### src/rtl/core/nes_pkg.sv
// package for the neighbourhood edge strength block
// types, constants and arithmetic helpers; no dependencies
package nes_pkg;

  localparam int unsigned MaxWidth  = 4096;
  localparam int unsigned MaxHeight = 4096;
  localparam int unsigned ChanMax   = 32768;
  localparam int unsigned StoreLen  = 2 * MaxWidth + 3;
  localparam int unsigned AddrW     = $clog2(StoreLen);
  localparam int unsigned PosW      = $clog2(MaxWidth * MaxHeight + MaxWidth + 2);
  localparam int unsigned ColW      = $clog2(MaxWidth + 1);
  localparam int unsigned RowW      = $clog2(MaxHeight + 2);

  // configuration register indexes
  localparam logic [2:0] RegWidth  = 3'd0;
  localparam logic [2:0] RegHeight = 3'd1;
  localparam logic [2:0] RegLvlOn  = 3'd2;
  localparam logic [2:0] RegAlpOn  = 3'd3;
  localparam logic [2:0] RegLvlGn  = 3'd4;
  localparam logic [2:0] RegAlpGn  = 3'd5;

  typedef enum logic [3:0] {
    ST_IDLE, ST_RD, ST_NB0, ST_NB1, ST_NB2, ST_NB3, ST_NB4, ST_NB5,
    ST_NB6, ST_NB7, ST_NB8, ST_MUL, ST_MIX, ST_OUT
  } state_e;

  // controller to datapath
  typedef struct packed {
    logic       start;     // accept item, latch fields
    logic       wr;        // write row store
    logic [3:0] slot;      // neighbour slot being read, 9 = none
    logic       rd;        // issue read of slot
    logic       acc;       // accumulate data from previous read
    logic       mul;
    logic       mix;
    logic       done;      // advance position
  } cmd_t;

  // datapath to controller
  typedef struct packed {
    logic has_out;  // item produces a centre
  } stat_t;

  function automatic logic [15:0] level_of(input logic [15:0] r, input logic [15:0] g,
                                           input logic [15:0] b, input logic [15:0] a);
    logic [15:0] mx, mn;
    logic [16:0] s;
    logic [31:0] p;
    logic [16:0] l;
    mx = (r > g) ? r : g;
    mx = (mx > b) ? mx : b;
    mn = (r < g) ? r : g;
    mn = (mn < b) ? mn : b;
    s  = ({1'b0, mx} + {1'b0, mn}) >> 1;
    p  = s[15:0] * a;
    l  = p[31:15];
    if (a == 16'd0) return 16'd0;
    if (l > 17'(ChanMax)) return 16'(ChanMax);
    return l[15:0];
  endfunction

endpackage

### src/rtl/core/nes_ctrl.sv
// controller for the edge strength block
// depends on nes_pkg
module nes_ctrl (
  input  logic            clk_i,
  input  logic            rst_ni,
  input  logic            in_valid,
  output logic            in_stall,
  output logic            out_valid,
  input  logic            out_stall,
  input  logic            emit_i,
  input  nes_pkg::stat_t  stat_i,
  output nes_pkg::cmd_t   cmd_o
);
  nes_pkg::state_e state_q, state_d;

  // next state
  always_comb begin
    state_d = state_q;
    case (state_q)
      nes_pkg::ST_IDLE: if (in_valid) state_d = nes_pkg::ST_RD;
      nes_pkg::ST_RD:   state_d = stat_i.has_out ? nes_pkg::ST_NB0 : nes_pkg::ST_IDLE;
      nes_pkg::ST_NB8:  state_d = nes_pkg::ST_MUL;
      nes_pkg::ST_MUL:  state_d = nes_pkg::ST_MIX;
      nes_pkg::ST_MIX:  state_d = emit_i ? nes_pkg::ST_OUT : nes_pkg::ST_IDLE;
      nes_pkg::ST_OUT:  if (!out_stall) state_d = nes_pkg::ST_IDLE;
      default: begin
        if (state_q inside {[nes_pkg::ST_NB0:nes_pkg::ST_NB7]})
          state_d = nes_pkg::state_e'(state_q + 4'd1);
        else state_d = nes_pkg::ST_IDLE;
      end
    endcase
  end

  always_ff @(posedge clk_i or negedge rst_ni) begin
    if (!rst_ni) state_q <= nes_pkg::ST_IDLE;
    else state_q <= state_d;
  end

  // outputs; the first scan state takes in the centre read issued during the store write
  always_comb begin
    cmd_o     = '0;
    cmd_o.slot = 4'd9;
    in_stall  = 1'b1;
    out_valid = 1'b0;
    case (state_q)
      nes_pkg::ST_IDLE: begin
        in_stall    = 1'b0;
        cmd_o.start = in_valid;
      end
      nes_pkg::ST_RD: begin
        cmd_o.wr   = 1'b1;
        cmd_o.done = !stat_i.has_out;
        cmd_o.rd   = 1'b1;
        cmd_o.slot = 4'd4;
      end
      nes_pkg::ST_NB8: cmd_o.acc = 1'b1;
      nes_pkg::ST_MUL: cmd_o.mul = 1'b1;
      nes_pkg::ST_MIX: begin
        cmd_o.mix  = 1'b1;
        cmd_o.done = 1'b1;
      end
      nes_pkg::ST_OUT: out_valid = 1'b1;
      default: begin
        cmd_o.acc  = 1'b1;
        cmd_o.rd   = 1'b1;
        cmd_o.slot = 4'(state_q - nes_pkg::ST_NB0);
        if (cmd_o.slot >= 4'd4) cmd_o.slot = cmd_o.slot + 4'd1;
      end
    endcase
  end
endmodule

### config.mk
export PLATFORM = sky130hd
export DESIGN_NAME = nes_ctrl
export DESIGN_NICKNAME = d
export VERILOG_FILES = /design/src/rtl/core/nes_pkg.sv /design/src/rtl/core/nes_ctrl.sv
export SDC_FILE = /design/constraint.sdc
export NUM_CORES = 1
export LEC_CHECK = 0
export BUFFER_PORTS_ARGS = -buffer_cell sky130_fd_sc_hd__buf_2
export CORE_MARGIN = 2
export CORE_UTILIZATION = 50
export CTS_BUF_LIST = sky130_fd_sc_hd__clkbuf_4 sky130_fd_sc_hd__clkbuf_8
export CTS_CLUSTER_SIZE = 28
export DETAILED_ROUTE_END_ITERATION = 10
export PLACE_DENSITY = 0.74
export SKIP_LAST_GASP = 1
export SYNTH_ARGS = -nofsm -noshare
export SYNTH_HDL_FRONTEND = slang
export SYNTH_SLANG_ARGS = --single-unit
### constraint.sdc
create_clock -name clk_i -period 2.3 [get_ports clk_i]
set_clock_uncertainty 0.1 [all_clocks]
set_input_delay 0.23 -clock clk_i [delete_from_list [all_inputs] [get_ports clk_i]]
set_output_delay 0.23 -clock clk_i [all_outputs]
set_load 0.01 [all_outputs]
==> metrics.md, run 1 <==
| Metric | Value |
|---|---|
| Wire per inst | ~14 µm |
| Total die area | 1753 µm² |
| First-pass GRT wire length | 2829 µm |
| Max reg flops | 4 |
| Crit-path slowest cell | dfrtp_2 |
| Inserted Diodes | 0 |
| Number of distinct library cells after synthesis | 36 |
| Clk Latency, worst-skew pair | approximately 230 ps |
| Grt ovf | 0 |
| Setup crit start kind | flip-flop |
| Initial antenna violation count | 0 |
| Final setup fails | 0 |
| Setup Buffers After CTS | 0 |
| Unrepaired setup endpoints after global routing | no |
| Synthesized cell area | roughly 700 µm² |
| Main flop type after synthesis | dfrtp_1 |
| Slew Limit Fails | 0 |
| H-Tree Level Count | 1 |
| Register name with the most flops | state_q |
| Kind of critical path | flip-flop to output pin |
| Clk pin slew, worst setup/hold paths | about 40 ps |
| Maximum clock rate | 461.4 MHz |
| Final Hold Vio Count | 0 |
| Cell family with the largest share of critical-path delay | flip-flops |
| Req. time, crit path | between 1500 and 2000 ps |
| # nets final | 130 |
| WP data arrival | approximately 1800 ps |
| Die H | 41.87 µm |
| Yosys Warn Count | 0 |
| Crit end category | output pin |
| Via/cell ratio | between 5 and 6 |
| DRC viols | 0 |
| Detailed Route Iter0 Violations | 14 |
| I/O pins | 19 |
| Critical-path cell list | inv_1, ha_1, nor2_1, buf_4, a221o_1, o21ai_1, buf_2 |
| Biggest regs | state_q (4) |
| Initial core utilization | 0.5442 |
| Post-DRT Antenna Nets | 0 |
| Tcrit/Tclk final | 0.9423 |
| GPL Wtd Cong | between 0.8 and 0.9 |
| Worst-margin pin slew | about 600 ps |
| CTS tree | built |
| Synth top area share | 0.1571 |
| Max-cap violation count | 0 |
| Cells after synthesis | between 90 and 100 |
| Post-synth EDFFs | 0 |
| Final HPWL DP | 1302 µm |
| Vias in the first global route | 609 |
| Total CTS buffers | 3 |
| Adder-Cell Fraction of Synth Area | 0.1571 |
| Outcome | complete, no violations |
| Gr usage total | 0.2120 |
| Post-synthesis simple-gate area fraction | 0.2932 |
| Mux cell area share after synthesis | 0.01396 |
| Layout cells sized above 1 | 0.3097 |
| Setup TNS | 0 ps |
| Hold Crit Class | input port to flip-flop |
| Minimum hold slack | between 200 and 250 ps |
| Post-route minimum period | approximately 2200 ps |
| CTS root buf | clkbuf_4 |
| Pin count of the biggest net entering global routing | 20 |
| Area Growth Syn to Fin | 19.72% |
| Post-synthesis sequential area ratio | 0.1396 |
| Row count | 13 |
| Critical path fanouts, max | 8 |
| Die Wd | about 42 µm |
| Main combinational cell family by area after synthesis | simple AND/OR/NAND/NOR gates |
| Port Buffers | 18 |
| Area contributors post-synth | ha_1 (16%), dfrtp_1 (14%), nor2_1 (5.8%) |
| Flops & latches, synth | 4 |
| Router iterations before antenna repair | 4 |
| Placeable Area | 1318 µm² |
| Async set-or-reset flop fraction in the synthesized netlist | 1.000 |
| Buf/Inv on CP | 3 |
| Fill cells | between 100 and 150 |
| Complex-gate fraction of the synthesized area | 0.2478 |
| Max incr delay on CP | 450 ps |
| Yosys top cell by area | ha_1 |
| Syn_nets | about 110 |
| Max_slew headroom | 0.6116 |
| List of most frequent post-synthesis cells | nor2_1 (11), ha_1 (9), nand2_1 (7) |
| Most frequent cell after synthesis | nor2_1 |
| Xor/xnor share of the synthesized area | 0.05934 |
| Total Routed Length | around 1800 µm |
| Clock Path Buffers | 2 |
| CTS Sinks | 4 |
| Avg Cell Area, Syn | between 7 and 8 µm² |
| DR vias | about 750 |
==> layout by cell type (no fill, tap or decap), types with 2 or more instances in the layout <==
cell,count
dfrtp_2,2
o21ai_1,5
a211oi_1,2
a21oi_1,4
o21ai_0,3
nor2b_1,2
nor3_1,3
o211ai_1,2
ha_1,8
xnor2_1,2
buf_2,18
dfrtp_1,2
nand2b_1,2
and3_1,4
buf_4,4
nand2_1,7
clkbuf_4,3
nor2_1,11
nand3_1,2
inv_1,5
nand4_1,3
==> per-layer routing <==
metal,routed length (µm),GRT usage,part of all wire
met5,0,0,0
met2,836,0.3188,0.48
met1,812,0.2884,0.46
met3,105,0.03043,0.060
met4,0,0.1161,0
==> metrics by stage <==
stage | std cells | area (µm²) | setup slack, ps | util
2_1_floorplan | 93 | 716.9 | 76.93 | -
3_3_place_gp | 124 | 814.5 | 243.3 | 0.6182
3_5_place_dp | 124 | 814.5 | 198.9 | 0.6182
4_1_cts | 128 | 850.8 | 49.88 | 0.6458
5_1_grt | 128 | 858.3 | 3.090 | 0.6515
6_report | 128 | 858.3 | 132.7 | 0.6515
==> layout make-up <==
cell class,instances,area [µm²],area share
clock buffers,3,22.52,0.02624
inverters,6,22.52,0.02624
multi-input cells,77,561.8,0.6545
flip-flops and latches,4,102.6,0.1195
well taps,15,18.77,0.02187
repair buffers,23,130.1,0.1516
==> cells by family after synthesis <==
group / count (synthesis)
AOI/OAI and AO/OA: 25
xor gates and xnor gates: 4
adders and majority gates: 9
buffers and inverters: 12
DFF: 4
muxes: 1
and+or+nand+nor: 38
==> final timing paths <==
check / from / end / slack (ps) / depth (start not counted)
setup / recovery: state_q[0]$_DFFE_PN0P_ / cmd_o[5] / 130 / 7
hold / removal: out_stall / state_q[2]$_DFFE_PN0P_ / 220 / 3
hold reg to reg: state_q[1]$_DFFE_PN0P_ / state_q[1]$_DFFE_PN0P_ / 550 / 2
min in group asynchronous: rst_ni / state_q[1]$_DFFE_PN0P_ / 230 / 2
setup reg to reg: state_q[0]$_DFFE_PN0P_ / state_q[3]$_DFFE_PN0P_ / 400 / 6
max in group asynchronous: rst_ni / state_q[0]$_DFFE_PN0P_ / 1750 / 2
==> tightest hold or removal path, stage by stage <==
cell and delay (ps):
buf_2 90, nand4_1 90, o221ai_1 80
==> repair_timing <==
| item | CTS | global route |
|---|---|---|
| hold buffers | 1 | 0 |
| setup endpoints to repair | 5 | 5 |
| endpoints found under the hold margin | 4 | 0 |
| resized for setup | 2 | 3 |
Power of run 1 is not shown: default switching activity piles up to over one toggle a cycle in this logic, so the estimate is an artifact.
==> run 2: changes to the inputs <==
- BUFFER_PORTS_ARGS: -buffer_cell sky130_fd_sc_hd__buf_2 -> -buffer_cell sky130_fd_sc_hd__buf_4
==> metrics.md, run 2 (synthesis results as in run 1) <==
| Metric | Value |
|---|---|
| Final Hold Vio Count | 0 (unchanged) |
| CTS tree | built |
| Setup crit start kind | flip-flop |
| Layout cells sized above 1 | 0.3478 (+0.03809) |
| Worst r2r path cells | 7 (+1) |
| Reg area | 102.6 µm² (unchanged) |
| Register name with the most flops | state_q |
| Tcrit/Tclk final | 1.018 (+0.07601) |
| Fill cells | 102 (-17%) |
| Setup slack after layout | -42.13 ps (-174.8 ps) |
| DR vias | 745 (-0.53%) |
| Pin count of the biggest net entering global routing | 20 (unchanged) |
| Buf/Inv on CP | 3 (unchanged) |
| Total die area | 1753 µm² (unchanged) |
| First-pass GRT wire length | 3008 µm (+6.3%) |
| Via/cell ratio | 5.731 (-2.1%) |
| Die H | 41.87 µm (unchanged) |
| Router iterations before antenna repair | 4 (unchanged) |
| Slew Limit Fails | 0 (unchanged) |
| Placeable Area | 1318 µm² (unchanged) |
| Final setup fails | 1 (+1) |
| Worst-margin pin slew | 514.7 ps (-67.94 ps) |
| Cell family with the largest share of critical-path delay | flip-flops |
| Failing checks | negative setup slack |
| Setup TNS | -42.13 ps (-42.13 ps) |
| Maximum clock rate | 427.0 MHz (-7.5%) |
| Commonest non-fill, non-tap cell in the layout | buf_4 |
| Post-DRT Antenna Nets | 0 (unchanged) |
| Grt ovf | 0 (unchanged) |
| Die Wd | 41.87 µm (unchanged) |
| DRC viols | 0 (unchanged) |
| Clock Path Buffers | 2 (unchanged) |
| Clk Latency, worst-skew pair | 230 ps (about the same) |
| WP depth | 7 (unchanged) |
| Detailed Route Iter0 Violations | 12 (-2) |
| Area Growth Syn to Fin | 34.21% |
| Req. time, crit path | 1970 ps (about the same) |
| Port Buffers | 18 (unchanged) |
| Total CTS buffers | 3 (unchanged) |
| I/O pins | 19 (unchanged) |
| Clk pin slew, worst setup/hold paths | 30 ps (about the same) |
| CTS root buf | clkbuf_4 |
| Crit path from | state_q[1]$_DFFE_PN0P_ |
| Wire per inst | 14.68 µm (+7.1%) |
| Reg-to-reg endpoint | state_q[0]$_DFFE_PN0P_ |
| Max reg flops | 4 (unchanged) |
| Multi-input gate area | 589.3 µm² (+4.9%) |
| Kind of critical path | flip-flop to output pin |
| Post-route minimum period | 2342 ps (+174.8 ps) |
| Max_slew headroom | 0.6569 (+0.04529) |
| Inserted Diodes | 0 (unchanged) |
| Biggest regs | state_q (4) |
| Crit end category | output pin |
| Critical Path End | cmd_o[5] |
| Total Routed Length | 1908 µm (+8.8%) |
| Initial antenna violation count | 0 (unchanged) |
| Minimum hold slack | 233.4 ps (+15.49 ps) |
| Vias in the first global route | 671 (+10%) |
| Hold Crit Class | input port to async pin |
| WP data arrival | 2010 ps (+170 ps) |
| Commonest cells after routing, fill and taps aside | buf_4 (23), nor2_1 (11), nand2_1 (7), ha_1 (7), o21ai_1 (5) |
| Reg-to-reg startpoint | state_q[1]$_DFFE_PN0P_ |
| Final HPWL DP | 1374 µm (+5.5%) |
| Row count | 13 (unchanged) |
| Pre-CTS setup slack | 189.5 ps (-9.363 ps) |
| Initial core utilization | 0.5442 (unchanged) |
| Outcome | finished with violations |
| Critical path fanouts, max | 5 (-3) |
| CTS Sinks | 4 (unchanged) |
| Crit-path slowest cell | dfrtp_2 |
| Critical-path cell list | clkinvlp_4, ha_1, inv_1, or2_1, xnor2_1, o21ai_1, buf_4 |
| GPL Wtd Cong | 0.8471 (-2.3%) |
| Gr usage total | 0.2237 (+0.01168) |
| Max incr delay on CP | 410 ps (-40 ps) |
| R2R Setup Slk | 400 ps (about the same) |
| Max-cap violation count | 0 (unchanged) |
| # nets final | 132 (+1.5%) |
| H-Tree Level Count | 1 (unchanged) |
## run 2: changes by cell type in the layout (fill, tap and decap cells not counted)
cell	previous run	this run
a211oi_1	2	1
a211oi_2	0	1
buf_12	0	1
buf_2	18	0
buf_4	4	23
clkinvlp_4	0	1
ha_1	8	7
ha_2	1	0
ha_4	0	2
inv_1	5	4
## run 2: per-stage QoR
step | instances | instance area (µm²) | utilization
6_report | 130 | 962.2 | 0.7303
5_1_grt | 130 | 962.2 | 0.7303
4_1_cts | 127 | 890.9 | 0.6762
3_5_place_dp | 123 | 852.1 | 0.6467
3_3_place_gp | 123 | 852.1 | 0.6467
2_1_floorplan | 93 | 716.9 | -
## run 2: final cells by class
| cell class | instances | area share |
|---|---|---|
| Inverter | 6 | 0.02731 |
| Multi-Input combinational cell | 77 | 0.6125 |
| Timing Repair Buffer | 25 | 0.2107 |
| Tap cell | 15 | 0.01951 |
| Clock buffer | 3 | 0.02341 |
| Sequential cell | 4 | 0.1066 |
## run 2: what timing repair did
action	4_1_cts	5_1_grt
endpoints found under the setup margin	5	5
buffers inserted	0	3
hold buffers	1	0
gates resized for setup	3	7
pin swaps	0	0
endpoints found under the hold margin	4	0
## run 2: worst min-delay path by stage
stage | startpoint | endpoint | slack (ps) | cells after the start
detailed placement | rst_ni | state_q[3]$_DFFE_PN0P_ | -70 | 1
global placement | rst_ni | state_q[3]$_DFFE_PN0P_ | -70 | 1
finish | rst_ni | state_q[1]$_DFFE_PN0P_ | 230 | 2
floorplan | rst_ni | state_q[0]$_DFFE_PN0P_ | -170 | 0
global route | rst_ni | state_q[1]$_DFFE_PN0P_ | 240 | 2
CTS | out_stall | state_q[2]$_DFFE_PN0P_ | 210 | 3
## run 2: metal layers
metal	vias to the layer above	GRT usage	share of wire	routed length (µm)
met2	21	0.3500	0.50	962
met5	-	0	0	0
met1	340	0.2778	0.44	848
li1	384	-	-	-
met4	0	0.1419	0	0
met3	0	0.04348	0.051	97
## run 2: worst reg2reg max path: stages, from the launching register on
cell and delay [ps]:
dfrtp_2 410, clkinvlp_4 170, buf_12 160, ha_4 180, nor2_1 210, o22a_1 250, o211ai_1 110, a31oi_1 210
Power of run 2 is left out for the same reason.
==> run 3: changes to the inputs <==
- CORE_UTILIZATION: 50 -> 48
- PLACE_DENSITY: 0.74 -> 0.75
- clock period: 2.3 -> 1.9 ns (I/O delays scaled with it)
==> metrics.md, run 3 (synthesis results as in run 1) <==
| Metric | Value |
|---|---|
| Grt ovf | 0 (unchanged) |
| Final HPWL DP | 1497 µm (+8.9%) |
| I/O pins | 19 (unchanged) |
| Vias in the first global route | 753 (+12%) |
| Inserted Diodes | 0 (unchanged) |
| Req. time, crit path | 1610 ps (-360 ps) |
| Final Hold Vio Count | 0 (unchanged) |
| CTS root buf | clkbuf_4 |
| WP data arrival | 1800 ps (-210 ps) |
| Detailed Route Iter0 Violations | 67 (+55) |
| Total Routed Length | 2783 µm (+46%) |
| DR top layer | met4 |
| Post-route minimum period | 2086 ps |
| Critical path fanouts, max | 5 (unchanged) |
| Gr usage total | 0.2531 (+0.02937) |
| Post-DRT Antenna Nets | 0 (unchanged) |
| Die Wd | 42.65 µm (+1.9%) |
| Critical-path cell list | inv_4, buf_6, ha_4, inv_2, or2_4, xnor2_2, o21ai_1, buf_4 |
| Crit end category | output pin |
| Unrepaired setup endpoints after global routing | yes |
| CTS Sinks | 4 (unchanged) |
| H-Tree Level Count | 1 (unchanged) |
| Kind of critical path | flip-flop to output pin |
| Worst-margin pin slew | 440.3 ps (-74.39 ps) |
| Router iterations before antenna repair | 4 (unchanged) |
| First-pass GRT wire length | 3450 µm (+15%) |
| DR vias | 959 (+29%) |
| Final Non-Filler Cells | 150 (+15%) |
| Met2 wire length | 1396 µm (+45%) |
| DRC viols | 0 (unchanged) |
| Setup crit start kind | flip-flop |
| Final setup fails | 6 (+5) |
| Pin count of the biggest net entering global routing | 20 (unchanged) |
| Total CTS buffers | 3 (unchanged) |
| Dpl cell area | 979.7 µm² (+15%) |
| Row count | 13 (unchanged) |
| Clk pin slew, worst setup/hold paths | 30 ps (about the same) |
| Commonest non-fill, non-tap cell in the layout | buf_4 |
| Max-cap violation count | 0 (unchanged) |
| # nets final | 152 (+15%) |
| Max_slew headroom | 0.7059 (+0.04899) |
| Slew Limit Fails | 0 (unchanged) |
| Clock Path Buffers | 2 (unchanged) |
| Total die area | 1819 µm² (+3.8%) |
| Layout cells sized above 1 | 0.5481 (+0.2003) |
| Finished Cell Area | 1237 µm² (+29%) |
| Initial core utilization | 0.5310 (-0.01311) |
| Maximum clock rate | between 400 and 500 MHz |
| Clk Latency, worst-skew pair | 230 ps (about the same) |
| Wire per inst | 18.55 µm (+26%) |
| Outcome | finished with violations |
| Number of cells after detailed placement | 134 (+8.9%) |
| GPL Wtd Cong | 0.8454 (-0.20%) |
| Commonest cells after routing, fill and taps aside | buf_4 (39), nor2_1 (8), nand2_1 (6), ha_4 (6), o21ai_1 (5) |
| Minimum hold slack | 210.1 ps (-23.31 ps) |
| Port Buffers | 18 (unchanged) |
| Hold Crit Class | input port to async pin |
| Max reg flops | 4 (unchanged) |
| WL met3 | 236 µm (+140%) |
| Via/cell ratio | 6.393 (+12%) |
| Initial antenna violation count | 0 (unchanged) |
| Final core utilization | 0.9166 (+0.1863) |
| CTS tree | built |
| M1 WL | 1057 µm (+25%) |
| Die H | 42.65 µm (+1.9%) |
| Register name with the most flops | state_q |
| Placeable Area | 1350 µm² (+2.5%) |
| Area Growth Syn to Fin | 72.60% |
| Biggest regs | state_q (4) |
| Crit-path slowest cell | dfrtp_1 |
| Setup slack after layout | -186.2 ps (-144.1 ps) |
| Max incr delay on CP | 380 ps (-30 ps) |
| Tcrit/Tclk final | 1.098 |
| Failing checks | negative setup slack |
## run 3: per-layer routing
metal | vias up | global-route usage
li1 | 421 | -
met5 | - | 0
met2 | 62 | 0.4273
met4 | 0 | 0.1188
met1 | 461 | 0.3037
met3 | 15 | 0.04741
## run 3: layout make-up
class,count,area [µm²]
clock buffer,3,22.52
fill,54,112.6
timing repair buffer,45,376.6
inverter,6,30.03
tap,15,18.77
multi-input combinational,77,686.9
sequential,4,102.6
## run 3: repair_timing
| action | CTS | global route |
|---|---|---|
| hold endpoints to repair | 4 | 0 |
| resized for setup | 11 | 20 |
| hold buffers | 1 | 0 |
| pin swaps | 3 | 9 |
| setup endpoints to repair | 7 | 9 |
| buffers inserted | 3 | 9 |
## run 3: path summary, 6_finish.rpt
path                                     endpoint  cells after the start                    from  slack (ps)
max                                      cmd_o[5]                      8  state_q[1]$_DFFE_PN0P_        -190
min reg2reg                state_q[0]$_DFFE_PN0P_                      3  state_q[0]$_DFFE_PN0P_         720
max reg2reg                state_q[2]$_DFFE_PN0P_                      8  state_q[1]$_DFFE_PN0P_          50
min in group clk_i         state_q[2]$_DFFE_PN0P_                      3               out_stall         210
min                        state_q[0]$_DFFE_PN0P_                      2                  rst_ni         210
max in group asynchronous  state_q[3]$_DFFE_PN0P_                      2                  rst_ni        1380
## run 3: critical path: cells and delay by family, from the launching register on
family	cells	cell delay [ps]
DFF	1	380
buffers and inverters	4	360
and+or+nand+nor	1	270
adders and majority gates	1	260
AOI/OAI and AO/OA	1	160
xor gates and xnor gates	1	140
## run 3: metrics by stage
stage	setup WS (ps)	TNS [ps]
detailed placement	-6.628	-6.628
finish	-186.2	-686.2
global route	-239.2	-1050
global placement	56.50	0
CTS	-102.8	-441.1
floorplan	4.150	0
Power of run 3 is left out for the same reason.
